===== config.mk =====
export PLATFORM = sky130hd
export DESIGN_NAME = greedy_word_wrap_hyphenate
export DESIGN_NICKNAME = d
export VERILOG_FILES = /design/src/design/gwwh_pkg.sv /design/src/design/greedy_word_wrap_hyphenate.sv /design/src/design/gwwh_ctrl.sv /design/src/design/gwwh_datapath.sv
export VERILOG_INCLUDE_DIRS = /design/src /design/src/design
export SDC_FILE = /design/constraint.sdc
export NUM_CORES = 1
export LEC_CHECK = 0
export BUFFER_PORTS_ARGS = -buffer_cell sky130_fd_sc_hd__buf_2
export CORE_MARGIN = 10
export CORE_UTILIZATION = 43
export CTS_BUF_LIST = sky130_fd_sc_hd__clkbuf_2
export CTS_CLUSTER_SIZE = 28
export DETAILED_ROUTE_END_ITERATION = 8
export HOLD_SLACK_MARGIN = 0.03
export PLACE_DENSITY_LB_ADDON = 0.3
export SYNTH_ARGS = -nofsm -noshare
export SYNTH_HDL_FRONTEND = slang
export SYNTH_SLANG_ARGS = --single-unit

===== constraint.sdc =====
create_clock -name i_clk -period 3.6 [get_ports i_clk]
set_input_delay 0.18 -clock i_clk [delete_from_list [all_inputs] [get_ports i_clk]]
set_output_delay 0.18 -clock i_clk [all_outputs]
set_load 0.03 [all_outputs]

===== src/design/greedy_word_wrap_hyphenate_defines.svh =====
// Assertion macros for the word wrap block.
`ifndef GREEDY_WORD_WRAP_HYPHENATE_DEFINES_SVH
`define GREEDY_WORD_WRAP_HYPHENATE_DEFINES_SVH
`ifndef SYNTH
// Property that must hold at every edge outside reset.
`define GWWH_ASSERT(lbl, clk, rst_n, prop) \
    lbl: assert property (@(posedge clk) disable iff (!rst_n) (prop)) \
        else $error("gwwh assertion failed");
// Implication from a cause to an effect, both sampled at one edge.
`define GWWH_ASSERT_IMP(lbl, clk, rst_n, cause, effect) \
    lbl: assert property (@(posedge clk) disable iff (!rst_n) (cause) |-> (effect)) \
        else $error("gwwh implication failed");
`else
`define GWWH_ASSERT(lbl, clk, rst_n, prop)
`define GWWH_ASSERT_IMP(lbl, clk, rst_n, cause, effect)
`endif
`endif


===== src/design/gwwh_pkg.sv =====
// Shared types and constants for the greedy word wrap block.
`timescale 1ns / 1ps
package gwwh_pkg;

    localparam logic [7:0] SPACE_BYTE   = 8'h20;
    localparam logic [7:0] NEWLINE_BYTE = 8'h0A;
    localparam logic [7:0] HYPHEN_BYTE  = 8'h2D;
    localparam logic [7:0] WIDTH_MIN    = 8'd2;
    localparam logic [7:0] WIDTH_RESET  = 8'd80;
    localparam int         ROOM_W       = 9;

    typedef enum logic [1:0] {
        SEP_NONE    = 2'd0,
        SEP_SPACE   = 2'd1,
        SEP_NEWLINE = 2'd2
    } t_sep;

    typedef enum logic [2:0] {
        ST_IDLE,
        ST_SEG,
        ST_SEP,
        ST_LET,
        ST_HYP
    } t_state;

    typedef enum logic [1:0] {
        SEG_NONE,
        SEG_FIT,
        SEG_HYPH
    } t_seg_kind;

    typedef struct packed {
        logic accept;
        logic decide;
        logic emit_sep;
        logic emit_let;
        logic emit_hyp;
        logic finish;
    } t_cmd;

    typedef struct packed {
        logic      flush_start;
        logic      pos_done;
        t_seg_kind seg_kind;
        logic      sep_none;
        logic      piece_end;
        logic      piece_fit;
        logic      out_free;
    } t_status;

endpackage


===== src/design/greedy_word_wrap_hyphenate.sv =====
// Top level of the greedy word wrapper with hyphenation.
`timescale 1ns / 1ps
// Usage:
//   Input channel (i_in_valid / o_in_ready) takes one text byte per item plus an
//   end-of-text flag. Bytes other than space are buffered (up to WORD_MAX letters;
//   extra letters are dropped and flag every output item of that word).
//   A space or end of text closes the word; the word is then sent out on the
//   output channel (o_out_valid / i_out_ready), one character per item: pending
//   separator, letters, hyphens at split points. The last item of a word has
//   o_last_of_run set. Empty words give no items.
//   Config channel (i_cfg_valid / o_cfg_ready) writes the line width; write it only
//   while the block is idle. Widths below two act as two.
// Sequence:
//   Letters are buffered as they are accepted. A closing byte is accepted and,
//   per segment of the word, the controller takes a decision, emits the
//   separator if one is pending, the letters and a hyphen at a split point,
//   then finishes the word. The controller works on one word at a time and
//   stops taking input while it emits.
// Reset (synchronous, active low): line width 80, empty word, fresh line,
// output empty. A stalled receiver holds the output register and the emission
// sequence waits; input is taken again once the word's last item is loaded.
module greedy_word_wrap_hyphenate
    import gwwh_pkg::*;
#(
    parameter int WORD_MAX = 16
) (
    input  logic       i_clk,
    input  logic       i_rst_n,
    input  logic       i_in_valid,
    output logic       o_in_ready,
    input  logic [7:0] i_text_byte,
    input  logic       i_end_of_text,
    input  logic       i_cfg_valid,
    output logic       o_cfg_ready,
    input  logic [7:0] i_cfg_data,
    output logic       o_out_valid,
    input  logic       i_out_ready,
    output logic [7:0] o_out_byte,
    output logic       o_last_of_run,
    output logic       o_word_truncated
);

    t_cmd    cmd;
    t_status status;

    // sequencing: buffer, decide segment, separator, letters, hyphen
    gwwh_ctrl u_ctrl (
        .i_clk      (i_clk),
        .i_rst_n    (i_rst_n),
        .i_in_valid (i_in_valid),
        .i_status   (status),
        .o_in_ready (o_in_ready),
        .o_cmd      (cmd)
    );

    // storage, room arithmetic and output register
    gwwh_datapath #(
        .WORD_MAX (WORD_MAX)
    ) u_datapath (
        .i_clk            (i_clk),
        .i_rst_n          (i_rst_n),
        .i_cmd            (cmd),
        .o_status         (status),
        .i_text_byte      (i_text_byte),
        .i_end_of_text    (i_end_of_text),
        .i_cfg_valid      (i_cfg_valid),
        .o_cfg_ready      (o_cfg_ready),
        .i_cfg_data       (i_cfg_data),
        .o_out_valid      (o_out_valid),
        .i_out_ready      (i_out_ready),
        .o_out_byte       (o_out_byte),
        .o_last_of_run    (o_last_of_run),
        .o_word_truncated (o_word_truncated)
    );

endmodule


===== src/design/gwwh_ctrl.sv =====
// Controller state machine: sequences buffering and emission of one word.
`timescale 1ns / 1ps
module gwwh_ctrl
    import gwwh_pkg::*;
(
    input  logic    i_clk,
    input  logic    i_rst_n,
    input  logic    i_in_valid,
    input  t_status i_status,
    output logic    o_in_ready,
    output t_cmd    o_cmd
);

    t_state r_state;
    t_state n_state;

    always_ff @(posedge i_clk) begin
        if (!i_rst_n) begin
            r_state <= ST_IDLE;
        end else begin
            r_state <= n_state;
        end
    end

    always_comb begin
        n_state    = r_state;
        o_cmd      = '0;
        o_in_ready = 1'b0;
        unique case (r_state)
            ST_IDLE: begin
                o_in_ready = 1'b1;
                if (i_in_valid) begin
                    o_cmd.accept = 1'b1;
                    if (i_status.flush_start) begin
                        n_state = ST_SEG;
                    end
                end
            end
            ST_SEG: begin
                if (i_status.pos_done) begin
                    o_cmd.finish = 1'b1;
                    n_state      = ST_IDLE;
                end else begin
                    o_cmd.decide = 1'b1;
                    unique case (i_status.seg_kind) inside
                        SEG_FIT, SEG_HYPH: begin
                            n_state = i_status.sep_none ? ST_LET : ST_SEP;
                        end
                        default: begin
                            n_state = ST_SEG;   // line break only, decide again
                        end
                    endcase
                end
            end
            ST_SEP: begin
                if (i_status.out_free) begin
                    o_cmd.emit_sep = 1'b1;
                    n_state        = ST_LET;
                end
            end
            ST_LET: begin
                if (i_status.out_free) begin
                    o_cmd.emit_let = 1'b1;
                    if (i_status.piece_end) begin
                        n_state = i_status.piece_fit ? ST_SEG : ST_HYP;
                    end
                end
            end
            ST_HYP: begin
                if (i_status.out_free) begin
                    o_cmd.emit_hyp = 1'b1;
                    n_state        = ST_SEG;
                end
            end
            default: begin
                n_state = ST_IDLE;
            end
        endcase
    end

endmodule


===== src/design/gwwh_datapath.sv =====
// Datapath: word buffer, line room tracking and output register.
`timescale 1ns / 1ps
`include "greedy_word_wrap_hyphenate_defines.svh"
module gwwh_datapath
    import gwwh_pkg::*;
#(
    parameter int WORD_MAX = 16
) (
    input  logic       i_clk,
    input  logic       i_rst_n,
    input  t_cmd       i_cmd,
    output t_status    o_status,
    input  logic [7:0] i_text_byte,
    input  logic       i_end_of_text,
    input  logic       i_cfg_valid,
    output logic       o_cfg_ready,
    input  logic [7:0] i_cfg_data,
    output logic       o_out_valid,
    input  logic       i_out_ready,
    output logic [7:0] o_out_byte,
    output logic       o_last_of_run,
    output logic       o_word_truncated
);

    localparam int CNT_W = $clog2(WORD_MAX + 1);
    localparam int IDX_W = $clog2(WORD_MAX);

    logic [7:0]        r_store [WORD_MAX];
    logic [7:0]        r_line_width;
    logic [CNT_W-1:0]  r_len;
    logic [CNT_W-1:0]  r_pos;
    logic [CNT_W-1:0]  r_end;
    logic [ROOM_W-1:0] r_room;
    t_sep              r_sep;
    t_sep              r_sep_next;
    logic              r_ovf;
    logic              r_eot;
    logic              r_fit;
    logic              r_out_valid;
    logic [7:0]        r_out_byte;
    logic              r_out_last;
    logic              r_out_trunc;

    logic [7:0]        width_eff;
    logic [ROOM_W-1:0] width9;
    logic              is_space;
    logic              closing;
    logic              flush_start;
    logic [CNT_W-1:0]  rest;
    logic [ROOM_W-1:0] rest9;
    logic [ROOM_W-1:0] piece_end9;
    logic              piece_end;
    logic              load;
    logic [7:0]        n_out_byte;
    t_seg_kind         seg_kind;

    assign width_eff   = (r_line_width < WIDTH_MIN) ? WIDTH_MIN : r_line_width;
    assign width9      = {1'b0, width_eff};
    assign is_space    = (i_text_byte == SPACE_BYTE);
    assign closing     = is_space | i_end_of_text;
    assign flush_start = closing & ((r_len != '0) | !is_space);
    assign rest        = r_len - r_pos;
    assign rest9       = ROOM_W'(rest);
    assign piece_end9  = ROOM_W'(r_pos) + r_room - ROOM_W'(1);
    assign piece_end   = ((r_pos + CNT_W'(1)) == r_end);
    assign load        = i_cmd.emit_sep | i_cmd.emit_let | i_cmd.emit_hyp;

    always_comb begin
        if (rest9 <= r_room) begin
            seg_kind = SEG_FIT;
        end else if ((rest9 > width9) && (r_room >= ROOM_W'(2))) begin
            seg_kind = SEG_HYPH;
        end else begin
            seg_kind = SEG_NONE;
        end
    end

    always_comb begin
        if (i_cmd.emit_sep) begin
            n_out_byte = (r_sep == SEP_SPACE) ? SPACE_BYTE : NEWLINE_BYTE;
        end else if (i_cmd.emit_hyp) begin
            n_out_byte = HYPHEN_BYTE;
        end else begin
            n_out_byte = r_store[r_pos[IDX_W-1:0]];
        end
    end

    assign o_status.flush_start = flush_start;
    assign o_status.pos_done    = (r_pos == r_len);
    assign o_status.seg_kind    = seg_kind;
    assign o_status.sep_none    = (r_sep == SEP_NONE);
    assign o_status.piece_end   = piece_end;
    assign o_status.piece_fit   = r_fit;
    assign o_status.out_free    = !r_out_valid | i_out_ready;

    assign o_cfg_ready      = 1'b1;
    assign o_out_valid      = r_out_valid;
    assign o_out_byte       = r_out_byte;
    assign o_last_of_run    = r_out_last;
    assign o_word_truncated = r_out_trunc;

    // word letters, output payload and segment decision state
    always_ff @(posedge i_clk) begin
        if (i_cmd.accept && !is_space && (r_len < CNT_W'(WORD_MAX))) begin
            r_store[r_len[IDX_W-1:0]] <= i_text_byte;
        end
        if (load) begin
            r_out_byte  <= n_out_byte;
            r_out_last  <= i_cmd.emit_let & r_fit & piece_end;
            r_out_trunc <= r_ovf;
        end
        if (i_cmd.decide) begin
            r_fit <= (seg_kind == SEG_FIT);
            r_end <= (seg_kind == SEG_FIT) ? r_len : piece_end9[CNT_W-1:0];
            r_sep_next <= ((rest9 + ROOM_W'(1)) >= r_room) ? SEP_NEWLINE : SEP_SPACE;
        end
    end

    always_ff @(posedge i_clk) begin
        if (!i_rst_n) begin
            r_line_width <= WIDTH_RESET;
            r_len        <= '0;
            r_pos        <= '0;
            r_room       <= ROOM_W'(WIDTH_RESET);
            r_sep        <= SEP_NONE;
            r_ovf        <= 1'b0;
            r_eot        <= 1'b0;
            r_out_valid  <= 1'b0;
        end else begin
            if (i_cfg_valid) begin
                r_line_width <= i_cfg_data;
            end
            if (i_cmd.accept) begin
                if (!is_space) begin
                    if (r_len < CNT_W'(WORD_MAX)) begin
                        r_len <= r_len + CNT_W'(1);
                    end else begin
                        r_ovf <= 1'b1;
                    end
                end
                if (flush_start) begin
                    r_pos <= '0;
                    r_eot <= i_end_of_text;
                end else if (closing && i_end_of_text) begin
                    r_room <= width9;
                    r_sep  <= SEP_NONE;
                end
            end
            if (i_cmd.decide) begin
                unique case (seg_kind)
                    SEG_FIT: begin
                        if ((rest9 + ROOM_W'(1)) >= r_room) begin
                            r_room <= width9;
                        end else begin
                            r_room <= r_room - rest9 - ROOM_W'(1);
                        end
                    end
                    SEG_HYPH: begin
                        r_room <= width9;
                    end
                    default: begin
                        r_room <= width9;
                        r_sep  <= SEP_NEWLINE;
                    end
                endcase
            end
            if (i_cmd.emit_let) begin
                r_pos <= r_pos + CNT_W'(1);
                if (piece_end && r_fit) begin
                    r_sep <= r_sep_next;
                end
            end
            if (i_cmd.emit_hyp) begin
                r_sep <= SEP_NEWLINE;
            end
            if (i_cmd.finish) begin
                r_len <= '0;
                r_pos <= '0;
                r_ovf <= 1'b0;
                if (r_eot) begin
                    r_room <= width9;
                    r_sep  <= SEP_NONE;
                end
            end
            if (load) begin
                r_out_valid <= 1'b1;
            end else if (i_out_ready) begin
                r_out_valid <= 1'b0;
            end
        end
    end

    // room on a line never runs out without a line break
    `GWWH_ASSERT(a_room_nonzero, i_clk, i_rst_n, r_room != '0)
    // emission never reads past the buffered word
    `GWWH_ASSERT(a_pos_in_word, i_clk, i_rst_n, r_pos <= r_len)
    // dropped bytes only once the buffer is full
    `GWWH_ASSERT_IMP(a_ovf_full, i_clk, i_rst_n, r_ovf, r_len == CNT_W'(WORD_MAX))
    // the closing character of a word is a letter, never a space
    `GWWH_ASSERT_IMP(a_last_letter, i_clk, i_rst_n, r_out_valid && r_out_last,
        r_out_byte != SPACE_BYTE)

endmodule


-- Yosys cells after proc, flatten, opt, wreduce, memory -nomap -nowiden
Memory sizes are Yosys's and may differ from the RTL's. A register that Yosys moved wholly into a read port is not among the register bits.
Cells that the tools add are included.
- memories: 1
- latch bits: 0
- word-level logic and storage cells: 134
- RAM bits: 128
- output and inout bits: 13
- register bits after elaboration: 53
- bits in read-only memories: 0
- memory list (name ; depth ; width ; read ports ; clocked after memory_dff ; write ports ; line ; source):
    u_datapath.r_store ; 16 ; 8 ; 1 ; 1 ; 1 ; gwwh_datapath.sv:28 ; logic [7:0] r_store [WORD_MAX];
- mux-type cells: 57
- bitwise operators: 11
- shifts and indexed selects: 0
- $lt $le $gt $ge: 6
- add/subtract/negate cells: 8
- reductions and logical operators: 20
- divide/modulo/power cells: 0
- eq/ne operators: 16
- multiply operators: 0
- operators with widths (cell ; count):
    2-to-1 mux 9 bit ; 8
    2-to-1 mux 3 bit ; 9
    2-to-1 mux 2 bit ; 13
    2-to-1 mux 8 bit ; 3
    2-to-1 mux 5 bit ; 4
    2-to-1 mux 1 bit ; 16
    one-hot mux 3 bit (5 select lines) ; 1
    adder 5 x 1 -> 5 bit (second input constant) ; 2
    equality test 5 bit ; 2
    >= comparator 6 x 9 -> 1 bit ; 1
    >= comparator 9 x 2 -> 1 bit (second input constant) ; 1
    <= comparator 5 x 9 -> 1 bit ; 1
    subtractor 9 x 1 -> 9 bit (second input constant) ; 1
    subtractor 9 x 5 -> 9 bit ; 1
    equality test 8 x 6 -> 1 bit (second input constant) ; 1
    greater-than comparator 5 x 8 -> 1 bit ; 1
    < comparator 8 x 2 -> 1 bit (second input constant) ; 1
    2-to-1 mux 4 bit ; 2
    != test 2 bit (second input constant) ; 4
    adder 5 x 1 -> 6 bit (second input constant) ; 1
    equality test 3 x 2 -> 1 bit (second input constant) ; 2
    2-to-1 mux 6 bit ; 1
    AND reduction 3 bit ; 2
    AND reduction 6 bit ; 1
    20 further kinds ; 39

-- Depth between registers and ports, before layout
Gate-level depths: netlist (run 1).
- depth after elaboration: 15
- depth in mapped cells: 17

-- By module
From an unflattened synthesis (run 1), not the netlist that was laid out.
- cell total of the unflattened synthesis: 624
- area total of the unflattened synthesis: 8727.1 µm²
- modules (own cells, without submodules) (module ; instances ; seq. area each (µm²) ; cells an instance ; area each (µm²)):
    gwwh_datapath ; 1 ; 5104.9 ; 586 ; 8463.1
    gwwh_ctrl ; 1 ; 60.1 ; 38 ; 264.0

-- Worst setup path after synthesis (run 1)
OpenSTA, ideal clock, no wires.
- path type: flip-flop to flip-flop
- from: reg u_datapath.r_len[0]
- to: reg u_datapath.r_room[1]
- setup time: 116 ps
- slack: 327 ps
- path buffers: 1
- stages on the path, launching flop included: 17
- period minus slack after synthesis: 3273 ps
- required time: 3484 ps
- arrival time: 3157 ps
- path through: dfxtp_1 > inv_1 > ha_1 > fa_1 > inv_1 > a21o_1 > a21oi_1 > xnor2_1 > inv_1 > ha_1 > nand3_1 > o21bai_1 > a31oi_2 > nor2_1 > buf_2 > mux2i_1 > o211a_1
- word-level cells in the longest chain between the ends: 10
- elaborated cells on any way between the ends: 26
- ends and longest elaborated chain (element ; line ; source):
    start, declared ; gwwh_datapath.sv:30 ; logic [CNT_W-1:0] r_len;
    start signal, assigned ; gwwh_datapath.sv:136 ; r_len <= r_len + CNT_W'(1);
    branches (longest 9 deep; another with subtractor 9 x 5 -> 9 bit) ; - ;
    2-to-1 mux 9 bit (*) ; gwwh_datapath.sv:176 ; if (i_cmd.finish) begin
    end signal, assigned ; gwwh_datapath.sv:153 ; r_room <= width9;
    end signal, assigned ; gwwh_datapath.sv:155 ; r_room <= r_room - rest9 - ROOM_W'(1);
    end signal, assigned ; gwwh_datapath.sv:181 ; r_room <= width9;
    end, declared ; gwwh_datapath.sv:33 ; logic [ROOM_W-1:0] r_room;
Mark *: on every way between the ends.
A chain may end at the register's enable or synchronous reset.

-- Worst setup path in the final report (run 1)
- from: reg u_datapath.r_len[0]
- to: reg u_datapath.r_sep[0]
- word-level cells in the longest chain between the ends: 14
- elaborated cells on any way between the ends: 26
- ends and longest elaborated chain (element ; line ; source):
    subtractor 5 bit ; gwwh_datapath.sv:62 ; assign rest = r_len - r_pos;
    greater-than comparator 5 x 8 -> 1 bit ; gwwh_datapath.sv:71 ; end else if ((rest9 > width9) && (r_room >= ROOM_W'(2))) begin
    logical AND 1 bit ; gwwh_datapath.sv:71 ;
    2-to-1 mux 2 bit ; gwwh_datapath.sv:71 ;
    2-to-1 mux 2 bit ; gwwh_datapath.sv:69 ; if (rest9 <= r_room) begin
    equality test 2 bit / equality test 2 x 1 -> 1 bit (equally long branches) ; gwwh_datapath.sv:150 ; unique case (seg_kind)
    OR reduction 2 bit (no line) ; - ;
    2-to-1 mux 2 bit ; gwwh_datapath.sv:150 ;
    2-to-1 mux 2 bit ; gwwh_datapath.sv:149 ; if (i_cmd.decide) begin
    2-to-1 mux 2 bit ; gwwh_datapath.sv:169 ; if (piece_end && r_fit) begin
    2-to-1 mux 2 bit ; gwwh_datapath.sv:167 ; if (i_cmd.emit_let) begin
    2-to-1 mux 2 bit ; gwwh_datapath.sv:173 ; if (i_cmd.emit_hyp) begin
    2-to-1 mux 2 bit ; gwwh_datapath.sv:180 ; if (r_eot) begin
    2-to-1 mux 2 bit (*) ; gwwh_datapath.sv:176 ;
    end signal, assigned ; gwwh_datapath.sv:170 ; r_sep <= r_sep_next;
    end, declared ; gwwh_datapath.sv:34 ; t_sep r_sep;
Every way passes the cells marked *; elsewhere a longest branch is shown, timed or not.

==> flow_summary.yaml, run 1 <==
floorplan:
  core_region_area_mm2: 0.0197
  rows: 51
  dieArea_mm2: 0.0263
  die_w_um: 162
  die_y_um: 162
  initial_core_util_pct: 44.3
  boundaryPins: 35
synthesis:
  synth_top_family_by_area: "multiplexers"
  ys_seq_area_share_pct: 59.4
  ys_async_sr_fraction_pct: 0
  ys_ff_latch: 185
  synth_compound_gate_area_share_pct: 7.02
  syn_inst: 612
  synth.area.mux_share_pct: 12.0
  synthesis.area_mm2: 0.00870
  postSynthAreaPerCell_um2: 14.2
  synth_ff_type: "edfxtp_1"
  synthSimpleGateAreaFrac_pct: 9.50
  synth_edf_count: 146
  ys_types: 68
  synth_nets: 674
  synth_xor_area_share_pct: 2.82
  synth_warnings: 0
  synth_adder_area_share_pct: 6.01
run_status:
  outcome: "completed"
critical_path:
  timing.rr.end: "u_datapath.r_sep[0]"
  slowest_stage: "fa_1"
  critPathArrivalTime_ns: 4.05
  cp.required_ns: 4.29
  cpPeakStageDelay_ns: 0.40
  r2r_slack_ns: 0.24
  rr_worst_depth: 16
  r2r-start: "u_datapath.r_len[0]"
  cp_max_fo: 3
  cp-start-kind: "register"
  cp_cell_sequence: "inv_1 -> ha_1 -> fa_1 -> inv_1 -> a21o_1 -> a21oi_1 -> xnor2_1 -> inv_2 -> ha_1 -> nor2_1 -> a311oi_1 -> o311ai_0 -> buf_4 -> nand3_1 -> nand4b_1 -> a211oi_1"
  cp-end-kind: "register"
  path_class: "reg -> reg"
sta:
  worstMarginPinSlew_ns: 0.957
  timing.fmax_mhz: 298
  maxSlewHeadroom_pct: 36.1
  hold_viol_final: 0
  clock_skew_ns: 0.0338
  slew_violations: 0
  fin_crit_sh_pct: 93.3
  rsz0062_at_grt: "true"
  layout_setup_ws_ns: 0.240
  period_needed_ns: 3.36
  final-setup-viol-count: 0
power_and_ir_drop:
  power_frac_seq_pct: 51.2
  power_density_mw_per_mm2: 498
  irDropWorstVdd_mv: 0.364
  combPwrFrac_pct: 25.8
  p_int_mw: 3.31
  p_leak_nw: 3.52
  power.switching_mw: 1.65
  p_total_mw: 4.96
  swShare_pct: 33.3
  p_clk_share_pct: 22.9
drt:
  via_per_inst: 5.51
  vias: 5419
  postRouteAntennaNets: 0
  wl_per_cell_um: 19.5
  routed_wirelength_um: 19100
  drc: 0
  drtIter0Drc: 400
  first_pass_iters: 6
cts:
  root_buffer: "clkbuf_2"
  cts_made_buffers: 17
  htree_levels: 4
  path_clk_slew_ns: 0.31
  cts_max_path_buffers: 2
  cts_tree: "yes"
  cts_sinks: 185
  clock_latency_ns: 0.78
finish:
  final_nets: 767
  final_cells: 983
  layout-drive-gt1-share_pct: 21.6
  n_antenna_cell: 0
  syn_to_final_growth_pct: 14.6
placed_design:
  gp_congestion: 0.897
  dp_slack_ns: 0.200
  port_buffers: 33
  dp_hpwl_um: 13500
  dp.cells: 912
global_route:
  antenna_found_initial: 0
  grt_max_degree: 28
  overflow: 0
  grt_usage_pct: 14.8
  grt_pass1_vias: 5483
  grt_pass1_wl_um: 30600
min_path:
  hp-start: "i_text_byte[2]"
  hold_class: "in -> reg"
  min_to: "u_datapath.r_store[8][2]"
  whs_path_depth: 2
flow_run:
  maxCapViolations: 0
==> cell families after synthesis <==
family,count (synthesis)
AO/OA/AOI/OAI,87
XOR/XNOR,28
adder cells (fa/ha/maj),40
buffers and inverters,64
flip-flops,185
multiplexers,54
other,1
AND/OR/NAND/NOR,153
==> cell usage after synthesis (4+ instances only) <==
cell type	instances	area share, %
xor2_1	7	0.70
nand3b_1	4	0.35
o21a_1	7	0.60
xnor2_1	21	2.1
inv_1	37	1.6
a21oi_1	19	1.1
nand2b_1	5	0.36
ha_1	37	5.3
nor2b_1	15	1.1
nor3_1	14	0.81
o211ai_1	7	0.60
nand2_1	27	1.2
mux2i_1	13	1.5
buf_2	6	0.35
o21ai_0	15	0.86
nand4_1	4	0.29
nor2_1	42	1.8
nor4_1	5	0.36
clkbuf_1	14	0.60
nand3_1	14	0.81
a21o_1	4	0.35
dfxtp_1	39	9.0
edfxtp_1	146	50
mux4_2	40	10
==> power by group through the flow <==
stage          Sequential, mW  Combinational, mW  Clock [mW]
6_report                 2.54               1.28        1.14
5_1_grt                  2.56               1.42        1.25
4_1_cts                  2.54               1.27        1.16
3_5_place_dp             2.58               1.23           0
3_3_place_gp             2.58               1.20           0
2_1_floorplan            2.57              0.899           0
==> per-layer routing <==
metal	up-vias	wire, um	global-route usage [%]
met1	2746	8640	19.4
met3	21	917	3.49
met2	140	9300	24.3
met4	0	277	3.89
li1	2512	-	-
met5	-	0	0
==> worst max path at each step <==
stage	startpoint	to	slack, ns	cells past startpoint
2_1_floorplan	u_datapath.r_len[0]	u_datapath.r_room[1]	0.33	16
3_3_place_gp	u_datapath.r_len[1]	u_datapath.r_room[5]	0.36	15
3_5_place_dp	u_datapath.r_len[1]	u_datapath.r_room[5]	0.20	15
4_1_cts	u_datapath.r_len[1]	u_datapath.r_room[5]	0.14	15
5_1_grt	u_datapath.r_len[0]	u_datapath.r_room[1]	-0.02	17
6_report	u_datapath.r_len[0]	u_datapath.r_sep[0]	0.24	16
==> per-stage QoR <==
stage	hold WS (ns)	setup TNS (ns)	utilization (%)	area (um^2)
detailed placement	0.411	0	47.2	9280
global placement	0.397	0	47.2	9280
global route	0.218	-0.0484	50.7	9970
floorplan	0.279	0	-	8700
CTS	0.242	0	50.6	9940
finish	0.297	0	50.7	9970
==> layout by cell type, fill, tap and decap left out, drive strengths merged, types with 7 or more instances in the layout <==
cell and count:
o21ai 19, mux4 40, o211ai 7, dfxtp 39, o21a 7, mux2i 13
nor2b 15, buf 63, xor2 7, edfxtp 146, clkbuf 17, nor3 15
a21oi 19, nand2 28, dlygate4sd3 38, ha 37, nand3 14, clkinv 7
xnor2 21, inv 43, nor2 44
==> state kept, by name (all words and copies together), names as in the netlist, named ones only <==
signal                       cells
u_datapath.o_out_byte            8
u_datapath.r_len                 5
u_datapath.r_pos                 5
u_datapath.r_sep                 2
u_datapath.r_eot                 1
u_datapath.o_word_truncated      1
u_ctrl.r_state                   3
u_datapath.r_fit                 1
u_datapath.o_last_of_run         1
u_datapath.r_store             128
u_datapath.r_end                 5
u_datapath.r_sep_next            2
u_datapath.r_room                9
u_datapath.r_ovf                 1
u_datapath.o_out_valid           1
u_datapath.r_line_width          8
==> final cells by class <==
| class | count | area (um^2) |
|---|---|---|
| fill | 1697 | 9690 |
| sequential | 185 | 5170 |
| multi-input combinational | 363 | 3260 |
| timing repair buffer | 101 | 783 |
| tap | 265 | 332 |
| clock inverter | 15 | 196 |
| inverter | 37 | 139 |
| clock buffer | 17 | 85.1 |
==> timing repair <==
action,CTS,global route
buffers inserted,0,1
endpoints found under the setup margin,0,11
hold endpoints to repair,157,0
hold buffers,38,0
gates resized for setup,0,3
==> worst max-delay path, delay by kind of cell, from the launching register on <==
kind	cells	cell delay [ns]
adder cells (fa/ha/maj)	3	0.93
AO/OA/AOI/OAI	5	0.87
buffers and inverters	4	0.45
XOR/XNOR	1	0.30
flip-flops	1	0.39
AND/OR/NAND/NOR	3	0.33
Note: power is estimated with default switching activity, not from simulation.
==> run 2: changes to the inputs <==
- RECOVER_POWER: not set -> 25
- REMOVE_ABC_BUFFERS: not set -> 1
==> run 2 against run 1 <==
  * Clock power about the same
  * Non-clock buffer count unchanged
  * Via count rose by 0.35%
  * Worst setup slack got worse by 0.060 ns
  * Worst hold slack better by 0.026 ns
  * First-iteration DRC count down 19%
  * Final area is essentially flat
  * Critical path type unchanged
  * Largest power group unchanged
==> flow_summary.yaml, run 2 (synthesized netlist as in run 1, its figures left out) <==
run_status:
  outcome: "completed"
cts:
  post-cts-setup-buffers: 0
  cts_tree: "yes"
  path_clk_slew_ns: 0.34
  cts_made_buffers: 17
  clock_latency_ns: 0.78
  cts_sinks: 185
  root_buffer: "clkbuf_2"
  htree_levels: 4
  cts_max_path_buffers: 2
global_route:
  grt_pass1_wl_um: 31300
  antenna_found_initial: 0
  grt_pass1_vias: 5510
  overflow: 0
  grt_usage_pct: 15.3
  grt_max_degree: 28
floorplan:
  die_y_um: 162
  die_w_um: 162
  core_region_area_mm2: 0.0197
  boundaryPins: 35
  initial_core_util_pct: 44.3
  rows: 51
  dieArea_mm2: 0.0263
critical_path:
  endpoint: "u_ctrl.r_state[1]"
  cp_max_fo: 7
  cp.required_ns: 4.28
  timing.rr.end: "u_ctrl.r_state[1]"
  path_class: "reg -> reg"
  r2r_slack_ns: 0.18
  rr_worst_depth: 16
  cp-start-kind: "register"
  critPathArrivalTime_ns: 4.10
  cp-end-kind: "register"
  r2r-start: "u_datapath.r_len[0]"
  critPathLaunch: "u_datapath.r_len[0]"
sta:
  period_needed_ns: 3.42
  layout_setup_ws_ns: 0.180
  slew_violations: 0
  clock_skew_ns: 0.0429
  rsz0062_at_grt: "true"
  timing.fmax_mhz: 292
  worstMarginPinSlew_ns: 0.996
  hold_viol_final: 0
  fin_crit_sh_pct: 95.0
  fin_setup_tns_ns: 0
  maxSlewHeadroom_pct: 33.5
  final-setup-viol-count: 0
finish:
  n_antenna_cell: 0
  fill_cells: 1702
  final_cells: 983
  final_common_cell: "edfxtp_1"
  layout_common_cells: "146 x edfxtp_1, 41 x nor2_1, 40 x mux4_2"
  finish.instance_area_mm2: 0.00997
  syn_to_final_growth_pct: 14.6
  final_util_pct: 50.7
  largest_reg_flops: 128
  final_nets: 767
  layout-drive-gt1-share_pct: 20.6
min_path:
  hold_class: "in -> reg"
  hp-start: "i_cfg_valid"
placed_design:
  dp.cells: 913
  dp_slack_ns: 0.214
  gp_congestion: 0.918
  dpl-instance-area_mm2: 0.00929
  dp_hpwl_um: 14100
  port_buffers: 33
drt:
  first_pass_iters: 5
  vias: 5438
  routed_wirelength_um: 19900
  wl_per_cell_um: 20.2
  drc: 0
  via_per_inst: 5.53
  drtIter0Drc: 323
  postRouteAntennaNets: 0
power_and_ir_drop:
  power_frac_seq_pct: 50.8
  power_density_mw_per_mm2: 501
  power.switching_mw: 1.72
  p_int_mw: 3.27
  swShare_pct: 34.5
  combPwrFrac_pct: 25.9
  p_clk_share_pct: 23.3
  irDropWorstVdd_mv: 0.398
  p_leak_nw: 3.52
flow_run:
  maxCapViolations: 0
run 2: worst min-delay path by stage:
stage                                      end  cells after the start
finish              u_datapath.r_line_width[4]                      3
detailed placement  u_datapath.r_line_width[4]                      3
global placement    u_datapath.r_line_width[6]                      3
global route        u_datapath.r_line_width[4]                      3
CTS                  u_datapath.r_store[14][6]                      2
floorplan           u_datapath.r_line_width[6]                      1
run 2: what timing repair did:
item | in CTS | in global routing
endpoints found under the setup margin | 0 | 4
endpoints found under the hold margin | 156 | 0
hold buffers | 38 | 0
resized for setup | 0 | 4
run 2: routing by layer:
layer	GRT usage (%)	vias up	routed length (um)
met5	0	-	0
met4	5.09	0	337
met3	2.78	25	911
met2	25.7	152	9950
met1	19.6	2754	8670
li1	-	2507	-
run 2: cell type report:
type	count	area, um^2	area share (%)
clock buffer	17	85.1	0.853
clock inverter	15	206	2.07
inverter	37	139	1.39
multi-input combinational	363	3270	32.8
sequential	185	5170	51.8
tap	265	332	3.33
timing repair buffer	101	773	7.76
run 2: metrics by stage:
stage               hold slack, ns  power [mW]
floorplan                    0.242        3.44
global placement             0.399        3.79
detailed placement           0.417        3.82
CTS                          0.205        5.00
global route                 0.299        5.27
finish                       0.323        5.00
run 2: critical path: stages, from the launching register on:
cell      delay [ns]
dfxtp_1         0.39
inv_1           0.07
ha_1            0.21
fa_1            0.43
inv_1           0.10
a21o_1          0.13
a21oi_1         0.08
xnor2_1         0.23
inv_1           0.13
ha_2            0.40
nand3_1         0.13
o21bai_1        0.20
a31oi_2         0.18
buf_4           0.20
a21o_1          0.12
o21ai_0         0.10
a32o_1          0.25
run 2: power groups by stage:
| stage | clock [mW] | sequential (mW) | combinational (mW) |
|---|---|---|---|
| floorplan | 0 | 2.58 | 0.858 |
| global placement | 0 | 2.58 | 1.21 |
| detailed placement | 0 | 2.58 | 1.24 |
| CTS | 1.19 | 2.54 | 1.28 |
| global route | 1.28 | 2.56 | 1.43 |
| finish | 1.16 | 2.54 | 1.29 |
